--- src/rtl/core/ssg_pkg.sv ---
// ----------------------------------------------------------------------------
// ssg_pkg
// Shared types and constants of the GF(2^8) share generator.
// ----------------------------------------------------------------------------
package ssg_pkg;

  localparam int MaxSharesDef    = 16;
  localparam int MaxThresholdDef = 16;
  localparam int QueueDepth      = 2;

  // Configuration register indexes
  localparam logic [1:0] CfgThreshold  = 2'd0;
  localparam logic [1:0] CfgShareCount = 2'd1;
  localparam logic [1:0] CfgFieldPoly  = 2'd2;

  localparam logic [4:0] ThresholdRst  = 5'd2;
  localparam logic [4:0] ShareCountRst = 5'd5;
  localparam logic [7:0] FieldPolyRst  = 8'h1b;

  // One classified coefficient on its way to the evaluator
  typedef struct packed {
    logic [7:0] coef;
    logic       close;
  } q_entry_t;

  // Settings the evaluator needs
  typedef struct packed {
    logic [4:0] share_count;
    logic [7:0] field_poly;
  } back_cfg_t;

endpackage

--- src/rtl/core/ssg_front.sv ---
// ----------------------------------------------------------------------------
// ssg_front
// Accepts coefficients, tracks position in the group, marks the closing one.
// ----------------------------------------------------------------------------
module ssg_front #(
  parameter int MAX_THRESHOLD = 16
) (
  input  logic              clk_i,
  input  logic              rst_ni,
  input  logic              in_valid_i,
  input  logic [7:0]        coefficient_i,
  input  logic [4:0]        threshold_i,
  input  logic              q_full_i,
  output logic              in_stall_o,
  output logic              push_o,
  output ssg_pkg::q_entry_t entry_o
);
  import ssg_pkg::*;

  localparam int PW = (MAX_THRESHOLD > 1) ? $clog2(MAX_THRESHOLD) : 1;

  logic [PW-1:0] pos_q, pos_d;
  logic [7:0]    k8;
  logic [7:0]    next_pos8;
  logic          close;

  // Clamp threshold into 1..MAX_THRESHOLD
  always_comb begin
    if (threshold_i == 5'd0) begin
      k8 = 8'd1;
    end else if ({3'b000, threshold_i} > 8'(MAX_THRESHOLD)) begin
      k8 = 8'(MAX_THRESHOLD);
    end else begin
      k8 = {3'b000, threshold_i};
    end
  end

  assign next_pos8  = 8'(pos_q) + 8'd1;
  assign close      = (next_pos8 >= k8);
  assign in_stall_o = q_full_i;
  assign push_o     = in_valid_i && !q_full_i;

  assign entry_o.coef  = coefficient_i;
  assign entry_o.close = close;

  always_comb begin
    pos_d = pos_q;
    if (push_o) begin
      pos_d = close ? '0 : PW'(next_pos8);
    end
  end

  always_ff @(posedge clk_i or negedge rst_ni) begin
    if (!rst_ni) begin
      pos_q <= '0;
    end else begin
      pos_q <= pos_d;
    end
  end

endmodule

--- src/rtl/core/ssg_queue.sv ---
// ----------------------------------------------------------------------------
// ssg_queue
// Short FIFO of classified coefficients between front and evaluator.
// ----------------------------------------------------------------------------
module ssg_queue #(
  parameter int DEPTH = 2
) (
  input  logic              clk_i,
  input  logic              rst_ni,
  input  logic              push_i,
  input  ssg_pkg::q_entry_t entry_i,
  input  logic              pop_i,
  output logic              full_o,
  output logic              head_valid_o,
  output ssg_pkg::q_entry_t head_o
);
  import ssg_pkg::*;

  localparam int AW = (DEPTH > 1) ? $clog2(DEPTH) : 1;
  localparam int CW = $clog2(DEPTH + 1);

  q_entry_t      slots_q [DEPTH];
  logic [AW-1:0] wr_ptr_q, wr_ptr_d, rd_ptr_q, rd_ptr_d;
  logic [CW-1:0] count_q, count_d;

  assign full_o       = (count_q == CW'(DEPTH));
  assign head_valid_o = (count_q != '0);
  assign head_o       = slots_q[rd_ptr_q];

  always_comb begin
    wr_ptr_d = wr_ptr_q;
    rd_ptr_d = rd_ptr_q;
    count_d  = count_q;
    if (push_i) begin
      wr_ptr_d = (wr_ptr_q == AW'(DEPTH - 1)) ? '0 : wr_ptr_q + AW'(1);
    end
    if (pop_i) begin
      rd_ptr_d = (rd_ptr_q == AW'(DEPTH - 1)) ? '0 : rd_ptr_q + AW'(1);
    end
    if (push_i && !pop_i) begin
      count_d = count_q + CW'(1);
    end else if (pop_i && !push_i) begin
      count_d = count_q - CW'(1);
    end
  end

  always_ff @(posedge clk_i) begin
    if (push_i) begin
      slots_q[wr_ptr_q] <= entry_i;
    end
  end

  always_ff @(posedge clk_i or negedge rst_ni) begin
    if (!rst_ni) begin
      wr_ptr_q <= '0;
      rd_ptr_q <= '0;
      count_q  <= '0;
    end else begin
      wr_ptr_q <= wr_ptr_d;
      rd_ptr_q <= rd_ptr_d;
      count_q  <= count_d;
    end
  end

endmodule

--- src/rtl/core/ssg_back.sv ---
// ----------------------------------------------------------------------------
// ssg_back
// Evaluation lanes for every share point plus the share drain register.
// ----------------------------------------------------------------------------
module ssg_back #(
  parameter int MAX_SHARES = 16
) (
  input  logic               clk_i,
  input  logic               rst_ni,
  input  ssg_pkg::back_cfg_t cfg_i,
  input  logic               head_valid_i,
  input  ssg_pkg::q_entry_t  head_i,
  output logic               pop_o,
  output logic               out_valid_o,
  input  logic               out_stall_i,
  output logic [4:0]         share_index_o,
  output logic [7:0]         share_value_o,
  output logic               last_share_o
);
  import ssg_pkg::*;

  localparam int SW = (MAX_SHARES > 1) ? $clog2(MAX_SHARES) : 1;
  localparam int NW = $clog2(MAX_SHARES + 1);

  function automatic logic [7:0] gf_mul(input logic [7:0] a, input logic [7:0] b,
                                        input logic [7:0] red);
    logic [7:0] acc;
    logic [7:0] x;
    acc = 8'h00;
    x   = a;
    for (int bt = 0; bt < 8; bt++) begin
      if (b[bt]) begin
        acc = acc ^ x;
      end
      x = x[7] ? ({x[6:0], 1'b0} ^ red) : {x[6:0], 1'b0};
    end
    return acc;
  endfunction

  logic [7:0]    sums_q [MAX_SHARES];
  logic [7:0]    sums_d [MAX_SHARES];
  logic [7:0]    sums_nx [MAX_SHARES];
  logic [7:0]    pows_q [MAX_SHARES];
  logic [7:0]    pows_d [MAX_SHARES];
  logic [7:0]    pows_nx [MAX_SHARES];
  logic [7:0]    bank_q [MAX_SHARES];
  logic [7:0]    bank_d [MAX_SHARES];
  logic          busy_q, busy_d;
  logic [SW-1:0] cnt_q, cnt_d;
  logic [NW-1:0] n_q, n_d;
  logic [NW-1:0] n_clamp;
  logic [7:0]    idx8;
  logic          last_w, out_fire, can_load, load;

  // Clamp share count into 1..MAX_SHARES
  always_comb begin
    if (cfg_i.share_count == 5'd0) begin
      n_clamp = NW'(1);
    end else if ({3'b000, cfg_i.share_count} > 8'(MAX_SHARES)) begin
      n_clamp = NW'(MAX_SHARES);
    end else begin
      n_clamp = NW'(cfg_i.share_count);
    end
  end

  assign idx8     = 8'(cnt_q) + 8'd1;
  assign last_w   = (idx8 == 8'(n_q));
  assign out_fire = busy_q && !out_stall_i;
  assign can_load = !busy_q || (out_fire && last_w);
  assign pop_o    = head_valid_i && (!head_i.close || can_load);
  assign load     = pop_o && head_i.close;

  // One multiply-accumulate and one power step per lane
  always_comb begin
    for (int i = 0; i < MAX_SHARES; i++) begin
      sums_nx[i] = sums_q[i] ^ gf_mul(pows_q[i], head_i.coef, cfg_i.field_poly);
      pows_nx[i] = gf_mul(pows_q[i], 8'(i + 1), cfg_i.field_poly);
      sums_d[i]  = sums_q[i];
      pows_d[i]  = pows_q[i];
      if (pop_o) begin
        sums_d[i] = head_i.close ? 8'h00 : sums_nx[i];
        pows_d[i] = head_i.close ? 8'h01 : pows_nx[i];
      end
    end
  end

  // Drain: load the finished group, then shift one share out per transaction
  always_comb begin
    busy_d = busy_q;
    cnt_d  = cnt_q;
    n_d    = n_q;
    for (int i = 0; i < MAX_SHARES; i++) begin
      bank_d[i] = bank_q[i];
    end
    if (load) begin
      busy_d = 1'b1;
      cnt_d  = '0;
      n_d    = n_clamp;
      for (int i = 0; i < MAX_SHARES; i++) begin
        bank_d[i] = sums_nx[i];
      end
    end else if (out_fire) begin
      if (last_w) begin
        busy_d = 1'b0;
      end else begin
        cnt_d = cnt_q + SW'(1);
        for (int i = 0; i < MAX_SHARES - 1; i++) begin
          bank_d[i] = bank_q[i+1];
        end
      end
    end
  end

  always_ff @(posedge clk_i) begin
    for (int i = 0; i < MAX_SHARES; i++) begin
      bank_q[i] <= bank_d[i];
    end
    n_q <= n_d;
  end

  always_ff @(posedge clk_i or negedge rst_ni) begin
    if (!rst_ni) begin
      busy_q <= 1'b0;
      cnt_q  <= '0;
      for (int i = 0; i < MAX_SHARES; i++) begin
        sums_q[i] <= 8'h00;
        pows_q[i] <= 8'h01;
      end
    end else begin
      busy_q <= busy_d;
      cnt_q  <= cnt_d;
      for (int i = 0; i < MAX_SHARES; i++) begin
        sums_q[i] <= sums_d[i];
        pows_q[i] <= pows_d[i];
      end
    end
  end

  assign out_valid_o   = busy_q;
  assign share_index_o = idx8[4:0];
  assign share_value_o = bank_q[0];
  assign last_share_o  = last_w;

endmodule

--- src/rtl/core/shamir_share_generator_gf256_core.sv ---
// ----------------------------------------------------------------------------
// shamir_share_generator_gf256_core
// Shamir secret split over GF(2^8): coefficients in, shares out.
// ----------------------------------------------------------------------------
//   channel | direction | handshake               | payload
//   --------+-----------+-------------------------+----------------------------
//   in      | sink      | in_valid_i / in_stall_o | coefficient_i
//   out     | source    | out_valid_o/out_stall_i | share_index_o, share_value_o,
//           |           |                         | last_share_o
//   cfg     | sink      | cfg_we_i                | cfg_idx_i, cfg_wdata_i
//
// One coefficient transaction per cycle enters while the 2-entry queue has
// room. A group of k coefficients drains as n share transactions, one per
// cycle from the single drain register unless the output stalls; the next
// group may close only while the drain is idle or in the cycle its last
// share leaves. Reset sets all sums to zero and all powers to one at once,
// with no clearing pass. A stall on the output holds the current share while
// the evaluator keeps taking coefficients of the next group.
// ----------------------------------------------------------------------------
module shamir_share_generator_gf256_core #(
  parameter int MAX_SHARES    = ssg_pkg::MaxSharesDef,
  parameter int MAX_THRESHOLD = ssg_pkg::MaxThresholdDef
) (
  input  logic       clk_i,
  input  logic       rst_ni,
  // coefficient channel
  input  logic       in_valid_i,
  output logic       in_stall_o,
  input  logic [7:0] coefficient_i,
  // share channel
  output logic       out_valid_o,
  input  logic       out_stall_i,
  output logic [4:0] share_index_o,
  output logic [7:0] share_value_o,
  output logic       last_share_o,
  // configuration writes
  input  logic       cfg_we_i,
  input  logic [1:0] cfg_idx_i,
  input  logic [7:0] cfg_wdata_i
);
  import ssg_pkg::*;

  logic [4:0] threshold_q;
  logic [4:0] share_count_q;
  logic [7:0] field_poly_q;

  logic       push, pop, q_full, head_valid;
  q_entry_t   entry, head;
  back_cfg_t  back_cfg;

  // Configuration registers; unknown indexes drop the write
  always_ff @(posedge clk_i or negedge rst_ni) begin
    if (!rst_ni) begin
      threshold_q   <= ThresholdRst;
      share_count_q <= ShareCountRst;
      field_poly_q  <= FieldPolyRst;
    end else if (cfg_we_i) begin
      unique case (cfg_idx_i)
        CfgThreshold:  threshold_q   <= cfg_wdata_i[4:0];
        CfgShareCount: share_count_q <= cfg_wdata_i[4:0];
        CfgFieldPoly:  field_poly_q  <= cfg_wdata_i;
        default: ;
      endcase
    end
  end

  assign back_cfg.share_count = share_count_q;
  assign back_cfg.field_poly  = field_poly_q;

  // Front: accept and mark the coefficient that closes its group
  ssg_front #(
    .MAX_THRESHOLD(MAX_THRESHOLD)
  ) u_front (
    .clk_i        (clk_i),
    .rst_ni       (rst_ni),
    .in_valid_i   (in_valid_i),
    .coefficient_i(coefficient_i),
    .threshold_i  (threshold_q),
    .q_full_i     (q_full),
    .in_stall_o   (in_stall_o),
    .push_o       (push),
    .entry_o      (entry)
  );

  // Queue: decouple intake from evaluation and drain
  ssg_queue #(
    .DEPTH(QueueDepth)
  ) u_queue (
    .clk_i       (clk_i),
    .rst_ni      (rst_ni),
    .push_i      (push),
    .entry_i     (entry),
    .pop_i       (pop),
    .full_o      (q_full),
    .head_valid_o(head_valid),
    .head_o      (head)
  );

  // Back: accumulate every point, hand finished groups to the drain register
  ssg_back #(
    .MAX_SHARES(MAX_SHARES)
  ) u_back (
    .clk_i        (clk_i),
    .rst_ni       (rst_ni),
    .cfg_i        (back_cfg),
    .head_valid_i (head_valid),
    .head_i       (head),
    .pop_o        (pop),
    .out_valid_o  (out_valid_o),
    .out_stall_i  (out_stall_i),
    .share_index_o(share_index_o),
    .share_value_o(share_value_o),
    .last_share_o (last_share_o)
  );

endmodule

--- config.mk ---
export PLATFORM = sky130hd
export DESIGN_NAME = shamir_share_generator_gf256_core
export DESIGN_NICKNAME = d
export VERILOG_FILES = /design/src/rtl/core/ssg_pkg.sv /design/src/rtl/core/ssg_front.sv /design/src/rtl/core/ssg_queue.sv /design/src/rtl/core/ssg_back.sv /design/src/rtl/core/shamir_share_generator_gf256_core.sv
export SDC_FILE = /design/constraint.sdc
export NUM_CORES = 2
export LEC_CHECK = 0
export ABC_AREA = 1
export ABC_CLOCK_PERIOD_IN_PS = 4880
export BUFFER_PORTS_ARGS = -buffer_cell sky130_fd_sc_hd__buf_2
export CORE_MARGIN = 1.5
export CORE_UTILIZATION = 40
export CTS_CLUSTER_DIAMETER = 60
export DETAILED_ROUTE_END_ITERATION = 8
export PLACE_DENSITY = 0.56
export SLEW_MARGIN = 20
export SYNTH_ARGS = -nofsm -noshare
export SYNTH_HDL_FRONTEND = slang
export SYNTH_HIERARCHICAL = 1
export SYNTH_SLANG_ARGS = --single-unit
--- constraint.sdc ---
create_clock -name clk_i -period 4.88 [get_ports clk_i]
set_input_delay 0 -clock clk_i [delete_from_list [all_inputs] [get_ports clk_i]]
set_output_delay 0 -clock clk_i [all_outputs]
set_load 0.005 [all_outputs]
==> tab_implementation.tex <==
\begin{tabular}{lr}
\hline
Metric & Value \\
\hline
\multicolumn{2}{l}{\textbf{Global routing}} \\
\quad Largest net degree at the start of global routing & between 100 and 150 \\
\quad Total global routing overflow & 0 \\
\quad Global-route wire length before repair & 341000 um \\
\quad Total routing resource utilization after global routing & 0.297 \\
\quad Initial antenna violation count & 3 \\
\quad Via count of the first global-routing pass & 60100 \\
\multicolumn{2}{l}{\textbf{Die}} \\
\quad IO Pins & 39 \\
\quad Number of rows in the core area & about 140 \\
\quad Starting density of the core & 0.404 \\
\quad Die extent in x & 381 um \\
\quad Floorplan die height & 381 um \\
\quad Die Area & roughly 150000 sq um \\
\quad Core Area & around 140000 sq um \\
\multicolumn{2}{l}{\textbf{Hold path}} \\
\quad Hold WC Path Type & in2reg \\
\quad Endpoint with the worst hold slack & u\_queue/slots\_q[1][8]\$\_DFFE\_PP\_ \\
\quad Worst Hold Path Cells & 2 \\
\quad Startpoint of the tightest hold check path & coefficient\_i[7] \\
\multicolumn{2}{l}{\textbf{Timing}} \\
\quad Minimum clock period & around 4.5 ns \\
\quad Number of endpoints with negative hold slack in the final report & 0 \\
\quad Fmax & $\sim$0.22 GHz \\
\quad Post-route setup TNS & 0 ns \\
\quad Worst max-slew margin expressed relative to the limit & 0.163 \\
\quad Final setup violation count & 0 \\
\quad Final worst-path cycle share & 0.931 \\
\quad Measured slew at the worst slew-check pin & 1.25 ns \\
\quad Clock Skews & 0.0259 ns \\
\quad Final count of pins violating max slew & 0 \\
\quad Setup repair after global routing missed its margin & no \\
\multicolumn{2}{l}{\textbf{Critical path}} \\
\quad R2R cell count & 17 \\
\quad Endpoint of the most critical register-to-register path & u\_back/bank\_q[0][11]\$\_DFFE\_PP\_ \\
\quad Crit path kind & reg2reg \\
\quad Critical path peak fanout & 39 \\
\quad Critical register-to-register path startpoint & field\_poly\_q[7]\$\_DFFE\_PN0P\_ \\
\quad Worst endpoint required time & roughly 5.3 ns \\
\quad Worst endpoint data arrival time & approximately 5 ns \\
\quad Setup slack on the worst flop-to-flop path & 0.34 ns \\
\quad CP endpoint kind & flip-flop \\
\quad Critical path startpoint category & flip-flop \\
\multicolumn{2}{l}{\textbf{Synth}} \\
\quad Most used DFF post-synth & dfrtp\_1 \\
\quad Fraction of synthesized cell area taken by the top area cell type & 0.281 \\
\quad Ranking of synthesized cells by area & nand2\_1 (28\%), nand3\_1 (14\%), dfrtp\_1 (11\%), edfxtp\_1 (7.9\%), xor2\_1 (6.6\%) \\
\quad Async set or reset register ratio after synthesis & 0.649 \\
\quad List of most frequent post-synthesis cells & nand2\_1 (4287), nand3\_1 (1568), inv\_1 (986) \\
\quad Count of flip-flops with a built-in enable after synthesis & $\sim$150 \\
\quad Syn Area/Cell & roughly 5.7 sq um \\
\quad Largest area contributor in the synthesized netlist & nand2\_1 \\
\quad Count of yosys warnings during synthesis & 6 \\
\quad Library cells used by synthesis & slightly below 60 \\
\quad Synth Net Count & 10200 \\
\quad Library cell with the highest instance count after synthesis & nand2\_1 \\
\quad Number of storage elements in the synthesis netlist & 430 \\
\quad Cell count after synthesis & roughly 10000 \\
\quad Fraction of the yosys area taken by sequential cells & 0.202 \\
\quad Post-synth design cell area & 57300 sq um \\
\multicolumn{2}{l}{\textbf{Route}} \\
\quad Number of design rule violations left after detail routing & 0 \\
\quad Number of iterations in the first detailed-routing pass & 6 \\
\quad Average routed wire per standard cell & between 15 and 20 um \\
\quad Initial DRC count & between 5000 and 6000 \\
\quad Via count & approximately 64000 \\
\quad Total Wirelength & approximately 220000 um \\
\quad Remaining number of nets flagged by the antenna check after routing & 0 \\
\quad Routed via count divided by cell count & $\sim$5.4 \\
\multicolumn{2}{l}{\textbf{Placed design}} \\
\quad HPWL reported at the end of detailed placement & 153000 um \\
\quad Routability congestion estimate from global placement & approximately 0.90 \\
\quad Number of input and output port buffers inserted & 38 \\
\multicolumn{2}{l}{\textbf{Finish}} \\
\quad Post-layout net count & around 10000 \\
\quad Fraction of layout cells with a size suffix above 1 & 0.0754 \\
\quad Area Overhead vs Synth & 9.28\% \\
\multicolumn{2}{l}{\textbf{CTS}} \\
\quad Skew-Pair Late Insertion Delay & about 0.7 ns \\
\quad Buffer count from post-CTS setup fixing & 0 \\
\quad Number of levels in the clock H-tree & 3 \\
\quad Number of buffers created by CTS & 80 \\
\quad Clk pin slew, worst setup/hold paths & approximately 0.060 ns \\
\quad Number of sinks driven by the clock tree & 430 \\
\quad Clock tree from TritonCTS & yes \\
\quad Max Root-Sink Buffers & 3 \\
\quad Clk Tree Root Cell & clkbuf\_16 \\
\multicolumn{2}{l}{\textbf{Flow run}} \\
\quad Count of maximum capacitance violations & 0 \\
\multicolumn{2}{l}{\textbf{Run status}} \\
\quad Run status & complete, no violations \\
\hline
\end{tabular}
-- cell type report --
class	instances	area (sq um)
Fill cell	15200	79200
Multi-Input combinational cell	8171	39600
Sequential cell	430	11600
Inverter	1048	3950
Timing Repair Buffer	250	2390
Tap cell	1890	2360
Clock buffer	100	2170
Clock inverter	50	551
Antenna cell	3	7.51
-- layer usage --
| metal | up-vias | global-route usage | share of wire | routed length, um |
|---|---|---|---|---|
| met5 | - | 0 | 0.00012 | 27 |
| met4 | 4 | 0.139 | 0.050 | 11000 |
| met3 | 485 | 0.0377 | 0.064 | 14100 |
| met2 | 2107 | 0.502 | 0.47 | 103000 |
| met1 | 30000 | 0.374 | 0.42 | 92900 |
| li1 | 31700 | - | - | - |
-- through the flow --
stage	setup slack, ns	hold WS (ns)	util	cell area, sq um	cells
3_5_place_dp	0.444	-0.0481	0.419	59400	11700
6_report	0.338	0.0559	0.441	62600	11900
3_3_place_gp	0.487	-0.0516	0.419	59400	11700
2_1_floorplan	0.990	-0.296	-	57300	10100
5_1_grt	0.00720	0.0379	0.441	62600	11900
4_1_cts	0.454	0.0138	0.441	62600	11900
-- critical path, stage by stage, from the launching register on --
cell     delay, ns
dfrtp_4       0.71
buf_12        0.34
nand3_1       0.11
nand2_1       0.44
inv_1         0.17
o21ai_1       0.19
nand2_1       0.09
nand2_1       0.24
nand3_2       0.16
xor2_2        0.48
nand3_4       0.21
nand3_2       0.16
xor2_2        0.41
nand3_1       0.15
nand3_1       0.11
nand2_1       0.08
nand3_1       0.12
nand2_1       0.06
-- kinds of logic after synthesis --
| family | count (synthesis) | synth area share |
|---|---|---|
| and+or+nand+nor | 7075 | 0.536 |
| adders and majority gates | 10 | 0.00218 |
| DFF | 430 | 0.202 |
| buffers and inverters | 1520 | 0.109 |
| AOI/OAI and AO/OA | 418 | 0.0409 |
| muxes | 9 | 0.00236 |
| xor gates and xnor gates | 659 | 0.108 |
-- repair_timing --
action | CTS | global route
hold buffers | 43 | 0
endpoints found under the hold margin | 285 | 0
resized for setup | 0 | 0
-- placed cells by master (no fill, tap or decap), types with 81 or more instances in the layout --
cell type,synthesis,routed
buf_4,51,131
clkbuf_16,0,81
dfrtp_1,257,253
edfxtp_1,151,151
inv_1,986,979
nand2_1,4287,4284
nand2_2,108,108
nand3_1,1568,1568
nand3b_1,139,139
nand4_1,140,140
nor2_1,666,665
o21ai_0,245,245
xnor2_1,189,189
xor2_1,429,429
-- sequential cells by signal, indices dropped and copies added, names as in the netlist --
signal and count:
threshold_q 5, u_back/bank_q 128, u_back/sums_q 128, u_queue/rd_ptr_q 1, u_back/out_valid_o 1, u_front/pos_q 4, field_poly_q 8, u_back/pows_q 120
u_back/cnt_q 4, u_queue/count_q 2, u_back/n_q 5, u_queue/wr_ptr_q 1, u_queue/slots_q 18, share_count_q 5
-- worst max-delay path by stage --
| stage | depth (start not counted) | slack (ns) | start | endpoint |
|---|---|---|---|---|
| floorplan | 13 | 0.99 | u_back/cnt_q[0]$_DFFE_PN0P_ | u_back/cnt_q[1]$_DFFE_PN0P_ |
| global placement | 17 | 0.49 | field_poly_q[7]$_DFFE_PN0P_ | u_back/bank_q[0][11]$_DFFE_PP_ |
| detailed placement | 17 | 0.44 | field_poly_q[7]$_DFFE_PN0P_ | u_back/bank_q[0][11]$_DFFE_PP_ |
| CTS | 17 | 0.45 | field_poly_q[7]$_DFFE_PN0P_ | u_back/bank_q[0][11]$_DFFE_PP_ |
| global route | 17 | 0.007 | field_poly_q[7]$_DFFE_PN0P_ | u_back/bank_q[0][10]$_DFFE_PP_ |
| finish | 17 | 0.34 | field_poly_q[7]$_DFFE_PN0P_ | u_back/bank_q[0][11]$_DFFE_PP_ |
Power is not shown: default switching activity piles up to over one toggle a cycle in this logic, so the estimate is an artifact.
